**config.mk**
```make
export PLATFORM = sky130hd
export DESIGN_NAME = adgu_sqrt
export DESIGN_NICKNAME = d
export VERILOG_FILES = /design/src/rtl/assert_macros.svh /design/src/rtl/adgu_sqrt.sv
export SDC_FILE = /design/constraint.sdc
export NUM_CORES = 2
export LEC_CHECK = 0
export BUFFER_PORTS_ARGS = -buffer_cell sky130_fd_sc_hd__clkbuf_2
export CORE_ASPECT_RATIO = 1.4
export CORE_MARGIN = 2
export CORE_UTILIZATION = 52
export DETAILED_ROUTE_END_ITERATION = 7
export PLACE_DENSITY = 0.76
export SLEW_MARGIN = 0
export SYNTH_ARGS = -nofsm -noshare
export SYNTH_HDL_FRONTEND = slang
export SYNTH_SLANG_ARGS = --single-unit
```
**constraint.sdc**
```tcl
create_clock -name clk -period 15.99 [get_ports clk]
set_input_delay 0.7995 -clock clk [delete_from_list [all_inputs] [get_ports clk]]
set_output_delay 0.7995 -clock clk [all_outputs]
set_load 0.02 [all_outputs]
```
**src/rtl/assert_macros.svh**
```systemverilog
// Assertion helpers for the RTL.
`ifndef ASSERT_MACROS_SVH
`define ASSERT_MACROS_SVH

// Clocked property with async active-low reset disable.
`define ASSERT_CLK(lbl, clk, rst_n, prop, msg) \
	lbl: assert property (@(posedge clk) disable iff (!rst_n) (prop)) \
		else $error(msg);

// Condition that must never hold.
`define ASSERT_NEVER(lbl, clk, rst_n, cond, msg) \
	`ASSERT_CLK(lbl, clk, rst_n, !(cond), msg)

`endif

```
**src/rtl/adgu_sqrt.sv**
```systemverilog
module adgu_sqrt #(
	parameter int RAD_W = 72,
	parameter int SIDE_W = 1,
	parameter int STEPS = 4,
	localparam int ROOT_W = RAD_W / 2
) (
	input  logic              clk,
	input  logic              arst_n,
	input  logic              en,
	input  logic              in_vld,
	input  logic [RAD_W-1:0]  in_rad,
	input  logic [SIDE_W-1:0] in_side,
	output logic              out_vld,
	output logic [ROOT_W-1:0] out_root,
	output logic [SIDE_W-1:0] out_side
);

	localparam int REM_W = ROOT_W + 2;
	localparam int NSTG = (ROOT_W + STEPS - 1) / STEPS;

	logic [NSTG-1:0]   vld_s;
	logic [REM_W-1:0]  rem_s  [NSTG];
	logic [ROOT_W-1:0] root_s [NSTG];
	logic [RAD_W-1:0]  rad_s  [NSTG];
	logic [SIDE_W-1:0] side_s [NSTG];

	logic [REM_W-1:0]  rem_c  [NSTG];
	logic [ROOT_W-1:0] root_c [NSTG];
	logic [RAD_W-1:0]  rad_c  [NSTG];
	logic [SIDE_W-1:0] side_c [NSTG];

	logic [REM_W-1:0]  rem_n  [NSTG];
	logic [ROOT_W-1:0] root_n [NSTG];
	logic [RAD_W-1:0]  rad_n  [NSTG];

	for (genvar s = 0; s < NSTG; s++) begin : g_stg
		if (s == 0) begin : g_first
			assign rem_c[s]  = '0;
			assign root_c[s] = '0;
			assign rad_c[s]  = in_rad;
			assign side_c[s] = in_side;
		end else begin : g_next
			assign rem_c[s]  = rem_s[s-1];
			assign root_c[s] = root_s[s-1];
			assign rad_c[s]  = rad_s[s-1];
			assign side_c[s] = side_s[s-1];
		end

		// STEPS digit pairs of the restoring root per stage
		always_comb begin : step
			logic [REM_W-1:0]  r;
			logic [ROOT_W-1:0] q;
			logic [RAD_W-1:0]  rd;
			logic [REM_W-1:0]  trial;
			r  = rem_c[s];
			q  = root_c[s];
			rd = rad_c[s];
			for (int t = 0; t < STEPS; t++) begin
				if (s * STEPS + t < ROOT_W) begin
					r     = {r[REM_W-3:0], rd[RAD_W-1 -: 2]};
					rd    = {rd[RAD_W-3:0], 2'b00};
					trial = {q, 2'b01};
					if (r >= trial) begin
						r = r - trial;
						q = {q[ROOT_W-2:0], 1'b1};
					end else begin
						q = {q[ROOT_W-2:0], 1'b0};
					end
				end
			end
			rem_n[s]  = r;
			root_n[s] = q;
			rad_n[s]  = rd;
		end
	end

	always_ff @(posedge clk or negedge arst_n) begin
		if (!arst_n) begin
			vld_s <= '0;
		end else if (en) begin
			vld_s[0] <= in_vld;
			for (int s = 1; s < NSTG; s++) begin
				vld_s[s] <= vld_s[s-1];
			end
		end
	end

	always_ff @(posedge clk) begin
		if (en) begin
			for (int s = 0; s < NSTG; s++) begin
				rem_s[s]  <= rem_n[s];
				root_s[s] <= root_n[s];
				rad_s[s]  <= rad_n[s];
				side_s[s] <= side_c[s];
			end
		end
	end

	assign out_vld  = vld_s[NSTG-1];
	assign out_root = root_s[NSTG-1];
	assign out_side = side_s[NSTG-1];

endmodule

```
==> out/qor.txt <==
SYNTH
-------------------------------------------------------------------------------------
Post-synthesis compound-gate area fraction                                      22.8%
Synth top area cells                                                     edfxtp_1, ha_1, xnor2_1
Fraction of synthesized area in multiplexers                                    2.41%
Mean cell area of the mapped netlist                                         8.43 µm²
Proportion of synthesized chip area in sequential cells                         29.1%
Unique cell type count in the Yosys netlist                                       119
Fraction of the mapped netlist area in simple logic gates                       20.6%
XOR/XNOR share of the synthesized area                                          10.2%
Dominant combinational cell family by area after synthesis               compound AO/OA/AOI/OAI gates
Most instantiated flip-flop cell in the synthesis netlist                    edfxtp_1
Number of enable-type register cells in the synthesized netlist                   765
Number of warnings reported in the yosys synthesis log                              0
Mapped cell area                                                           0.0798 mm²
Largest area contributor in the synthesized netlist                          edfxtp_1
Share of the synthesized area in the top cell type                              28.8%
Gate count after technology mapping                                              9464
Post-synthesis register bit count                                                 774
Adder-cell share of the synthesized area                                        11.0%
Ys async rst share                                                              1.16%

DRT
-------------------------------------------------------------------------------------
Routed length per instance                                                    24.4 µm
DRC violations left                                                                 0
Routed via count                                                                74100
Vias per cell                                                                    6.43
Total wire length after detailed routing                                    282000 µm
Final ANT Viol Nets                                                                 0
Drt first-iter violations                                                        5580
Number of detailed-routing iterations run before antenna repair                     6

SETUP PATH
-------------------------------------------------------------------------------------
Startpoint-to-endpoint class of the critical path                        flip-flop to flip-flop
Worst r2r src                                                            root_s[0][255]$_DFFE_PP_
Worst Path Required                                                          16.44 ns
R2r worst-path depth                                                               51
Kind of end point of the critical path                                      flip-flop
Slowest cell on the critical path                                            edfxtp_1
R2r setup slk                                                                 1.33 ns
Worst flop-to-flop path endpoint                                         root_s[0][288]$_DFFE_PP_
Setup crit start kind                                                       flip-flop
Worst Setup SP                                                           root_s[0][255]$_DFFE_PP_
Worst path max stage delay                                                    0.71 ns
Cell repeated most along the worst path                                       o21ai_0
WP data arrival                                                              15.11 ns
Largest fanout on the critical path                                                37

FINAL LAYOUT
-------------------------------------------------------------------------------------
Synth-to-Final Area Change                                                      7.02%
Post-layout instance area                                                  0.0854 mm²
Proportion of layout cells with a drive suffix above 1                          6.98%
NumNets Final                                                                   10200
Number of cells in the finished layout apart from fillers                       11500

CLOCKING
-------------------------------------------------------------------------------------
Sink Count                                                                        774
CTS tree                                                                        built
Count of cells resized by post-cts repair                                           0
Post-CTS setup buffers                                                              0
Deepest clock path buffer count                                                     3
Total clock buffers created by CTS                                                 84
Clk_lat worst skew                                                            0.75 ns
Clock-pin slew of the registers on the worst-case setup and hold paths        0.07 ns
# H-tree levels                                                                     3
Root buf cell                                                               clkbuf_16

FLOORPLANNING
-------------------------------------------------------------------------------------
Starting density of the core                                                    52.2%
DIE HEIGHT                                                                     468 µm
Number of ports placed on the die boundary                                        115
Placement Rows                                                                    170
Area of the die                                                             0.157 mm²
Core area                                                                   0.153 mm²
DIE WIDTH                                                                      335 µm

STA
-------------------------------------------------------------------------------------
Fmax                                                                         68.2 MHz
Unrepaired setup endpoints after global routing                                 false
Final period util                                                               91.7%
Number of hold-slack violations in the final timing report                          0
Final Max Tran Viols                                                                0
Clock period minus final worst setup slack                                   14.66 ns
Setup-failing EPs final                                                             0
Slew at the pin with the worst max-slew slack                                 1.30 ns
Relative max-transition margin                                                  12.4%
Sum of negative setup slack                                                      0 ns
Clk_skew                                                                    0.0399 ns

FLOW RUN
-------------------------------------------------------------------------------------
Max cap viols                                                                       0

MIN PATH
-------------------------------------------------------------------------------------
Worst hold path cell count                                                          1
Origin of the worst min-delay path                                         in_rad[50]
WHS Endpoint                                                             rad_s[0][50]$_DFFE_PP_
Tightest Hold Check Type                                                 input pin to flip-flop

PLACE
-------------------------------------------------------------------------------------
Number of buffers added on ports                                                  114
Final weighted congestion in routability-driven placement                        1.01
Placement-stage cell area                                                  0.0824 mm²
Half-perimeter wire length after detailed placement                         227000 µm
# placed instances                                                              11400

GLOBAL ROUTING
-------------------------------------------------------------------------------------
Largest net degree at the start of global routing                                 114
Antenna violations before repair                                                   11
Number of global-route vias before repair                                       73100
GRT Util Overall                                                                34.9%
First-pass GRT wire length                                                  421000 µm
Overflow left after global routing                                                  0

STATUS
-------------------------------------------------------------------------------------
Result of the run                                                        complete, no violations

==> cells in the final DEF, fill, tap and decap left out, types with 137 or more instances in the layout <==
cell / n
a21o_1: 332
a21oi_1: 896
edfxtp_1: 765
ha_1: 701
inv_1: 486
mux2_2: 137
nand2_1: 854
nand3_1: 240
nand4_1: 169
nor2_1: 775
nor3_1: 253
o21ai_0: 583
xnor2_1: 639
xor2_1: 294
==> how the worst max path moves through the flow <==
stage	endpoint	slack (ns)	cells past startpoint
after detailed placement	root_s[0][288]$_DFFE_PP_	1.70	51
after CTS	root_s[0][288]$_DFFE_PP_	1.64	51
final	root_s[0][288]$_DFFE_PP_	1.33	51
after global placement	root_s[0][288]$_DFFE_PP_	1.84	51
after floorplan	rem_s[0][297]$_DFFE_PP_	3.34	54
after global routing	rem_s[0][301]$_DFFE_PP_	0.56	51
==> kinds of logic (layout without fill, tap and decap cells) <==
group | after synthesis | in the layout
AO/OA/AOI/OAI | 2846 | 2846
other | 1 | 9
buffers and inverters | 786 | 863
flip-flops | 774 | 774
adder cells (fa/ha/maj) | 701 | 701
AND/OR/NAND/NOR | 3248 | 3248
multiplexers | 175 | 175
XOR/XNOR | 933 | 933
==> critical path, delay by kind of cell, from the launching register on <==
family                     cells  cell delay, ns
adders and majority gates      4            1.45
buffers and inverters          4            1.19
and+or+nand+nor               11            2.40
DFF                            1            0.71
muxes                          2            0.57
AOI/OAI and AO/OA             30            7.98
==> cell usage after synthesis (all sizes together) (24+ instances only) <==
cell	n
a2111oi	41
a211o	29
a211oi	96
a21boi	46
a21o	332
a21oi	898
a31o	25
a31oi	93
and2	83
and3	98
and4	56
buf	78
clkbuf	203
edfxtp	765
ha	701
inv	497
mux2	137
mux2i	38
nand2	857
nand2b	113
nand3	244
nand3b	37
nand4	171
nor2	775
nor2b	101
nor3	260
nor3b	35
nor4	111
nor4b	27
o2111ai	32
o211ai	54
o21a	116
o21ai	604
o21bai	103
o221ai	26
o31a	24
o31ai	89
or2	76
or3	87
or4	54
xnor2	639
xor2	294
==> area by class of cell <==
type / instances / area [µm²]
clock inverter: 64 / 801
inverter: 505 / 1900
multi-input combinational: 7905 / 53600
timing repair buffer: 201 / 1260
sequential: 774 / 23200
fill: 14100 / 67500
antenna: 7 / 17.5
clock buffer: 93 / 2160
tap: 1978 / 2470
==> stage by stage <==
step                setup slack (ns)  hold slack [ns]  util (%)
floorplan                       3.34            0.400         -
global placement                1.84            0.400      53.9
detailed placement              1.70            0.405      53.9
CTS                             1.64            0.178      55.8
global route                   0.562            0.202      55.9
finish                          1.33            0.216      55.9
==> registers in the layout, indices dropped and copies added, names as in the netlist <==
name    count
rad_s     288
rem_s     288
root_s    180
side_s      9
vld_s       9
==> per-layer routing <==
layer / global-route usage, % / vias to the layer above / routed length [µm]
met2: 64.5 / 2692 / 144000
li1: - / 35300 / -
met4: 32.9 / 4 / 30200
met3: 3.80 / 1147 / 12000
met5: 0 / - / 21
met1: 33.6 / 35000 / 95800
==> what timing repair did <==
action	CTS	global route
hold buffers	1	0
endpoints found under the hold margin	9	0
endpoints found under the setup margin	0	0
Power is left out: the tool's default activity adds up to more than one toggle a clock period on the data nets, which glitch-free logic cannot reach.
