===== src/rtl/assert_macros.svh =====
// Assertion helpers for the RTL.
`ifndef ASSERT_MACROS_SVH
`define ASSERT_MACROS_SVH

// Clocked property with async active-low reset disable.
`define ASSERT_CLK(lbl, clk, rst_n, prop, msg) \
	lbl: assert property (@(posedge clk) disable iff (!rst_n) (prop)) \
		else $error(msg);

// Condition that must never hold.
`define ASSERT_NEVER(lbl, clk, rst_n, cond, msg) \
	`ASSERT_CLK(lbl, clk, rst_n, !(cond), msg)

`endif


===== src/rtl/adgu_ram.sv =====
module adgu_ram #(
	parameter int W = 8,
	parameter int DEPTH = 16,
	localparam int AW = (DEPTH > 1) ? $clog2(DEPTH) : 1
) (
	input  logic          clk,
	input  logic          we,
	input  logic [AW-1:0] waddr,
	input  logic [W-1:0]  wdata,
	input  logic          re,
	input  logic [AW-1:0] raddr,
	output logic [W-1:0]  rdata
);

	logic [W-1:0] mem [DEPTH];

	always_ff @(posedge clk) begin
		if (we) begin
			mem[waddr] <= wdata;
		end
		if (re) begin
			rdata <= mem[raddr];
		end
	end

endmodule


===== config.mk =====
export PLATFORM = sky130hd
export DESIGN_NAME = adgu_ram
export DESIGN_NICKNAME = d
export VERILOG_FILES = /design/src/rtl/assert_macros.svh /design/src/rtl/adgu_ram.sv
export SDC_FILE = /design/constraint.sdc
export NUM_CORES = 1
export LEC_CHECK = 0
export BUFFER_PORTS_ARGS = -buffer_cell sky130_fd_sc_hd__buf_2
export CORE_ASPECT_RATIO = 0.7
export CORE_MARGIN = 4
export CORE_UTILIZATION = 35
export CTS_CLUSTER_DIAMETER = 60
export CTS_CLUSTER_SIZE = 8
export DETAILED_ROUTE_END_ITERATION = 8
export GPL_TIMING_DRIVEN = 0
export PLACE_DENSITY_LB_ADDON = 0.05
export SLEW_MARGIN = 25
export SYNTH_ARGS = -nofsm -noshare
export SYNTH_HDL_FRONTEND = slang
export SYNTH_SLANG_ARGS = --single-unit

===== constraint.sdc =====
create_clock -name clk -period 1.5 [get_ports clk]
set_input_delay 0.075 -clock clk [delete_from_list [all_inputs] [get_ports clk]]
set_output_delay 0.075 -clock clk [all_outputs]
set_load 0.01 [all_outputs]

==> results.yml, run 1 <==
yosys:
  syn_inst: 229
  yosys_warnings: 0
  avgSynthCellArea_um2: 22.8
  ys_ff_latch: 136
  synthesis.area_um2: 5230
  yosysSeqAreaShare: 0.781
  synth_cell_types: 18
  synth_nets: 248
timing:
  period_share: 0.962
  slew_headroom: 0.411
  tightest_slew_ns: 0.881
  finalCriticalPeriod_ns: 1.44
  hold_viol: 0
  timing.fmax_ghz: 0.693
  skew_ns: 0.00557
  rsz0062_at_grt: "no"
  finalMaxSlewViolations: 0
  setup_viol: 0
  setup_tns_ns: 0
  finalWorstSetupSlack_ns: 0.0564
cts:
  clk_latency_ns: 0.41
  htree_levels: 4
  cts_tree: "yes"
  post-cts-setup-buffers: 0
  cts.path.max_buffers: 2
  cts_inserted_buffers: 17
  cts_hold_buf: 0
  clk_pin_slew_ns: 0.06
  cts_root_buf: "clkbuf_16"
  clock-sinks: 136
critical_path:
  cp_cell_sequence: "mux4_2 -> a22oi_1 -> nand2_1"
  critPathArrivalTime_ns: 1.59
  crit_required_ns: 1.65
  critPathSlowestCell: "mux4_2"
  path_class: "reg -> reg"
  crit_path_end_kind: "flop"
  max_stage_delay_ns: 0.54
  critPathLaunchType: "flop"
  path_max_fanout: 1
placement:
  hpwl_mm: 7.13
  place.gp.congestion: 0.676
  place_area_um2: 5620
  place_ws_ns: -0.331
  dp.cells: 449
  place.port_buffers: 25
layout:
  fin_cells: 481
  fin_area_um2: 6240
  drive_gt1_frac: 0.346
  final_nets: 292
  fin_util: 0.425
  area_growth_pct: 19.4
  diodes: 0
status:
  status: "complete, no violations"
drt:
  viasPerCell: 4.96
  drc: 0
  vias: 2387
  drtAntennaViolNets: 0
  post_drt_wl_per_cell_um: 23.6
  first_pass_iters: 4
  totalWireLength_mm: 11.4
  drt-initial-drc-count: 152
floorplanning:
  core_um2: 14700
  die_h_um: 110
  fp.dieW_um: 154
  die-area_um2: 17000
  rows: 37
  initial_core_util: 0.356
  ios: 27
hold_path:
  hp-class: "in -> reg"
power_and_ir_drop:
  p_leak_nw: 2.02
  powerDensity_nw_per_um2: 1420
  peakVddDrop_mv: 0.726
global_routing:
  grt_overflow: 0
  antenna_found_initial: 0
  grt_pass1_vias: 2543
  grt_use_total: 0.144
  grt_max_degree: 17
  grt_pass1_wl_mm: 16.7
job:
  drv_cap: 0
## flip-flops by register name (all words and copies together) (netlist names)
signal	flops
rdata	8
mem	128
## placed cells by master, fill, tap and decap left out, drive strengths merged
cell type	instances
nand3	1
edfxtp	136
nand3b	2
and2	1
clkdlybuf4s25	3
nand2	9
nor2	13
clkbuf	19
nor3	4
nand2b	2
bufinv	3
or3b	1
buf	32
clkinv	6
mux4	32
a22oi	16
clkinvlp	4
nor2b	1
and2b	1
## kinds of logic (layout without fill, tap and decap cells)
family                 count (synthesis)  count (layout)  share of synthesized area
AOI/OAI and AO/OA                     16              16                     0.0230
buffers and inverters                 10              67                     0.0165
DFF                                  136             136                      0.781
and+or+nand+nor                       35              35                     0.0314
muxes                                 32              32                      0.148
## stage by stage
| stage | total power, mW | hold WS (ns) |
|---|---|---|
| 3_3_place_gp | 4.81 | 0.446 |
| 4_1_cts | 8.93 | 0.0139 |
| 2_1_floorplan | 4.60 | 0.174 |
| 6_report | 8.87 | 0.0312 |
| 5_1_grt | 9.18 | 0.0116 |
| 3_5_place_dp | 4.82 | 0.450 |
## synthesized netlist by cell type
cell,count,area share
and2b_1,1,0.0014
nor3_1,4,0.0038
nor2b_1,1,0.0012
buf_2,3,0.0029
nand2_1,9,0.0065
nor2_1,13,0.0093
or3b_2,1,0.0017
clkdlybuf4s25_2,3,0.0057
nand3b_1,2,0.0029
mux4_1,14,0.070
mux4_2,18,0.078
buf_4,1,0.0014
nand3_1,1,0.00096
nand2b_1,2,0.0024
edfxtp_1,136,0.78
buf_6,3,0.0065
a22oi_1,16,0.023
and2_1,1,0.0012
## power breakdown
| group | internal (mW) | switching, mW |
|---|---|---|
| combinational | 0.175 | 0.273 |
| sequential | 4.28 | 0.0174 |
| clock | 2.60 | 1.52 |
## path summary, 6_finish.rpt
path / depth (start not counted) / slack, ns / from / endpoint
setup / recovery: 3 / 0.06 / mem[15][0] / rdata[0]
hold / removal: 1 / 0.03 / re / rdata[7]
setup reg to reg: 3 / 0.06 / mem[15][0] / rdata[0]
hold reg to reg: 3 / 0.77 / mem[8][1] / rdata[1]
## timing repair
| action | 4_1_cts | 5_1_grt |
|---|---|---|
| hold endpoints to repair | 0 | 0 |
| gates resized for setup | 3 | 10 |
| pin swaps | 0 | 1 |
| setup endpoints to repair | 3 | 6 |
## layout make-up
type                            count  area [µm²]
Sequential cell                   136        4080
Buffer                             10        86.3
Clock buffer                       19         433
Timing Repair Buffer               25         125
Multi-Input combinational cell     83        1120
Tap cell                          195         244
Fill cell                        1276        8430
Clock inverter                     13         155
## worst max-delay path: cells and delay by family (launching register included)
family	cells	cell delay (ns)
AO/OA/AOI/OAI	1	0.20
AND/OR/NAND/NOR	1	0.08
flip-flops	1	0.36
multiplexers	1	0.54
## metal layers
metal / track usage / vias up / wire length, µm / share of wire
met5: 0 / - / 0 / 0
met4: 0.0504 / 0 / 138 / 0.012
met2: 0.209 / 59 / 5020 / 0.44
met3: 0.0421 / 12 / 617 / 0.054
met1: 0.208 / 1249 / 5580 / 0.49
li1: - / 1067 / - / -
Note: power is estimated with default switching activity, not from simulation.
==> run 2: changes to the inputs <==
CORE_ASPECT_RATIO = 1.75   (was 0.7)
==> run 2 against run 1 <==
Net effect:
- maximum frequency fell by 0.84%
- final cell count fell by 2.9%
- count of clock-buffer cells in the layout did not move
- register-to-register slack barely moved
- combinational power fell by 2%
- utilization rose by 0.21 points
- cell area fell by 0.60%
- critical path type unchanged
- critical endpoint is now rdata[7]
- largest cell class unchanged
==> results.yml, run 2 (same netlist as run 1, synthesis figures left out) <==
timing:
  setup_viol: 0
  timing.fmax_ghz: 0.687
  hold-worst-slack_ns: 0.0266
  tightest_slew_ns: 0.860
  finalMaxSlewViolations: 0
  finalWorstSetupSlack_ns: 0.0442
  finalCriticalPeriod_ns: 1.46
  rsz0062_at_grt: "yes"
  hold_viol: 0
  period_share: 0.971
  skew_ns: 0.00326
  slew_headroom: 0.425
global_routing:
  grt_overflow: 0
  grt_max_degree: 17
  grt_use_total: 0.142
  grt_pass1_wl_mm: 16.6
  grt_pass1_vias: 2550
  antenna_found_initial: 0
cts:
  clock-sinks: 136
  clk_latency_ns: 0.40
  cts_root_buf: "clkbuf_16"
  cts_inserted_buffers: 17
  htree_levels: 4
  cts_tree: "yes"
  cts_hold_buf: 0
  cts.path.max_buffers: 2
  clk_pin_slew_ns: 0.06
  post-cts-setup-buffers: 0
floorplanning:
  initial_core_util: 0.360
  fp.dieW_um: 100
  die_h_um: 170
  core_um2: 14500
  die-area_um2: 17000
  ios: 27
  rows: 58
drt:
  drc: 0
  drt-initial-drc-count: 154
  drtAntennaViolNets: 0
  first_pass_iters: 4
  vias: 2332
  post_drt_wl_per_cell_um: 24.1
  viasPerCell: 4.99
  totalWireLength_mm: 11.3
layout:
  largest_register: "mem"
  mostFrequentLayoutCells: "edfxtp_1, buf_2, mux4_2, clkbuf_16, nor2_1"
  largest_register_ff_count: 128
  area_growth_pct: 18.7
  final_nets: 293
  diodes: 0
  drive_gt1_frac: 0.359
  reg.largest.list: "mem (128), rdata (8)"
  mostFrequentLayoutCell: "edfxtp_1"
hold_path:
  hp-class: "in -> reg"
  whs_path_depth: 1
status:
  status: "complete, no violations"
power_and_ir_drop:
  p_sw_frac: 0.199
  power.internal_mw: 7.06
  clkPwrFrac: 0.462
  peakVddDrop_mv: 0.803
  p_leak_nw: 2.02
  p_seq_frac: 0.488
  powerDensity_nw_per_um2: 1420
  p_sw_mw: 1.75
  combPwrFrac: 0.050
critical_path:
  critPathArrivalTime_ns: 1.61
  crit_required_ns: 1.65
  path_max_fanout: 1
  critPathLaunchType: "flop"
  reg2reg_depth: 3
  path_class: "reg -> reg"
  crit_path_end_kind: "flop"
placement:
  place.port_buffers: 25
  place.gp.congestion: 0.688
  hpwl_mm: 7.46
  place_ws_ns: -0.316
job:
  drv_cap: 0
[run 2: repair_timing]
action,in CTS,in global routing
pin swaps,0,4
setup endpoints to repair,6,6
gates resized for setup,9,6
[run 2: power by group through the flow]
stage               Combinational (mW)  Sequential [mW]  Clock [mW]
finish                           0.440             4.30        4.07
global route                     0.482             4.31        4.34
CTS                              0.453             4.30        4.15
detailed placement               0.439             4.38           0
global placement                 0.433             4.38           0
floorplan                        0.216             4.39           0
[run 2: final timing paths]
| check | from | end | slack (ns) |
|---|---|---|---|
| worst min-delay path | re | rdata[2] | 0.03 |
| worst min register to register | mem[12][0] | rdata[0] | 0.77 |
| worst max register to register | mem[3][7] | rdata[7] | 0.04 |
| worst max-delay path | mem[3][7] | rdata[7] | 0.04 |
[run 2: cell type report]
class,count,area (µm²)
fill,1321,8310
sequential,136,4080
multi-input combinational,83,1090
clock buffer,19,433
tap,180,225
clock inverter,13,154
timing repair buffer,26,133
buffer,10,86.3
[run 2: routing by layer]
| layer | part of all wire | vias up | GRT usage |
|---|---|---|---|
| met2 | 0.56 | 48 | 0.250 |
| li1 | - | 1067 | - |
| met3 | 0.033 | 8 | 0.0325 |
| met1 | 0.39 | 1209 | 0.168 |
| met5 | 0 | - | 0 |
| met4 | 0.012 | 0 | 0.0493 |
[run 2: stage by stage]
step | area (µm²) | utilization | power [mW] | setup TNS, ns | instances
after floorplan | 5230 | - | 4.60 | 0 | 229
after global placement | 5580 | 0.385 | 4.81 | -23.66 | 434
after detailed placement | 5610 | 0.386 | 4.82 | -13.28 | 435
after CTS | 6210 | 0.428 | 8.91 | 0 | 467
after global routing | 6210 | 0.428 | 9.13 | -0.00400 | 467
final | 6210 | 0.428 | 8.81 | 0 | 467
[run 2: worst max-delay path, stage by stage (launching register included)]
cell and delay (ns):
edfxtp_1 0.37, mux4_2 0.49, a22oi_2 0.27, nand2_1 0.08
==> run 3: changes to the inputs <==
RECOVER_POWER = 50   (was default)
==> run 3 against run 2 <==
Net effect:
- power hardly changed
- final cell count stayed put
- non-clock buffer count stayed put
- register-to-register slack hardly changed
- first-iteration DRC count is 18% lower
- sequential power hardly changed
- combinational power is 0.9% lower
==> results.yml, run 3 (same netlist as run 1, synthesis figures left out) <==
timing:
  setup_viol: 0
  finalCriticalPeriod_ns: 1.46
  period_share: 0.970
  finalMaxSlewViolations: 0
  setup_tns_ns: 0
  hold-worst-slack_ns: 0.118
  tightest_slew_ns: 0.862
  finalWorstSetupSlack_ns: 0.0448
  rsz0062_at_grt: "yes"
  timing.fmax_ghz: 0.687
  skew_ns: 0.00376
  hold_viol: 0
  slew_headroom: 0.423
placement:
  place.port_buffers: 25
  hpwl_mm: 7.46
  place_ws_ns: -0.316
  place.gp.congestion: 0.688
cts:
  cts_inserted_buffers: 17
  clk_pin_slew_ns: 0.06
  cts_root_buf: "clkbuf_16"
  cts.path.max_buffers: 2
  cts_hold_buf: 0
  htree_levels: 4
  clock-sinks: 136
  cts_tree: "yes"
  clk_latency_ns: 0.40
  post-cts-setup-buffers: 0
drt:
  post_drt_wl_per_cell_um: 24.2
  drtAntennaViolNets: 0
  totalWireLength_mm: 11.3
  drc: 0
  viasPerCell: 5.01
  first_pass_iters: 4
  drt-initial-drc-count: 127
  vias: 2338
layout:
  mostFrequentLayoutCells: "edfxtp_1, mux4_2, buf_2, clkbuf_16, nor2_1"
  largest_register_ff_count: 128
  largest_register: "mem"
  final_nets: 293
  fin_util: 0.426
  area_growth_pct: 18.4
  drive_gt1_frac: 0.321
  reg.largest.list: "mem (128), rdata (8)"
  diodes: 0
  mostFrequentLayoutCell: "edfxtp_1"
floorplanning:
  fp.dieW_um: 100
  ios: 27
  die-area_um2: 17000
  die_h_um: 170
  rows: 58
  initial_core_util: 0.360
  core_um2: 14500
status:
  status: "complete, no violations"
critical_path:
  crit_path_end_kind: "flop"
  path_class: "reg -> reg"
  crit_required_ns: 1.65
  path_max_fanout: 1
  critPathArrivalTime_ns: 1.61
  critPathLaunchType: "flop"
job:
  drv_cap: 0
power_and_ir_drop:
  powerDensity_nw_per_um2: 1420
  finalPower_mw: 8.81
  p_leak_nw: 1.99
  peakVddDrop_mv: 0.800
global_routing:
  grt_use_total: 0.142
  antenna_found_initial: 0
  grt_overflow: 0
  grt_pass1_vias: 2550
  grt_pass1_wl_mm: 16.6
  grt_max_degree: 17
hold_path:
  hp-class: "in -> reg"
## run 3: cell types whose count changed in the layout (fill, tap and decap cells not counted), sizes merged
cell    previous run  this run
clkbuf            19        29
buf               33        23
## run 3: critical path, stage by stage (launching register included)
cell,delay [ns]
edfxtp_1,0.36
mux4_2,0.51
a22oi_2,0.25
nand2_1,0.08
## run 3: power breakdown
part / total, mW / internal, mW / leakage (nW) / switching [mW]
sequential: 4.30 / 4.29 / 1.24 / 0.0176
combinational: 0.436 / 0.171 / 0.473 / 0.265
clock: 4.07 / 2.60 / 0.281 / 1.47
total: 8.81 / 7.06 / 1.99 / 1.75
## run 3: area by class of cell
cell class | count | area, µm²
flip-flops and latches | 136 | 4080
repair buffers | 26 | 120
fillers | 1329 | 8330
clock buffers | 19 | 433
well taps | 180 | 225
multi-input cells | 83 | 1090
clock inverters | 13 | 154
plain buffers | 10 | 86.3
## run 3: timing repair
item | 4_1_cts | 5_1_grt
gates resized for setup | 9 | 6
endpoints found under the setup margin | 6 | 6
pin swaps | 0 | 4
## run 3: worst paths after layout
path / startpoint / to / slack (ns) / depth (start not counted)
min: re / rdata[2] / 0.12 / 1
max: mem[2][4] / rdata[4] / 0.04 / 3
min reg2reg: mem[14][4] / rdata[4] / 0.77 / 3
max reg2reg: mem[2][4] / rdata[4] / 0.04 / 3
## run 3: through the flow
step / instance area (µm²) / instances
finish: 6190 / 467
global route: 6190 / 467
CTS: 6210 / 467
detailed placement: 5610 / 435
global placement: 5580 / 434
floorplan: 5230 / 229
## run 3: routing by layer
layer | vias up | part of all wire | global-route usage | routed length (µm)
li1 | 1067 | - | - | -
met1 | 1220 | 0.40 | 0.168 | 4470
met2 | 43 | 0.56 | 0.250 | 6370
met3 | 8 | 0.030 | 0.0325 | 338
met4 | 0 | 0.012 | 0.0493 | 131
met5 | - | 0 | 0 | 0
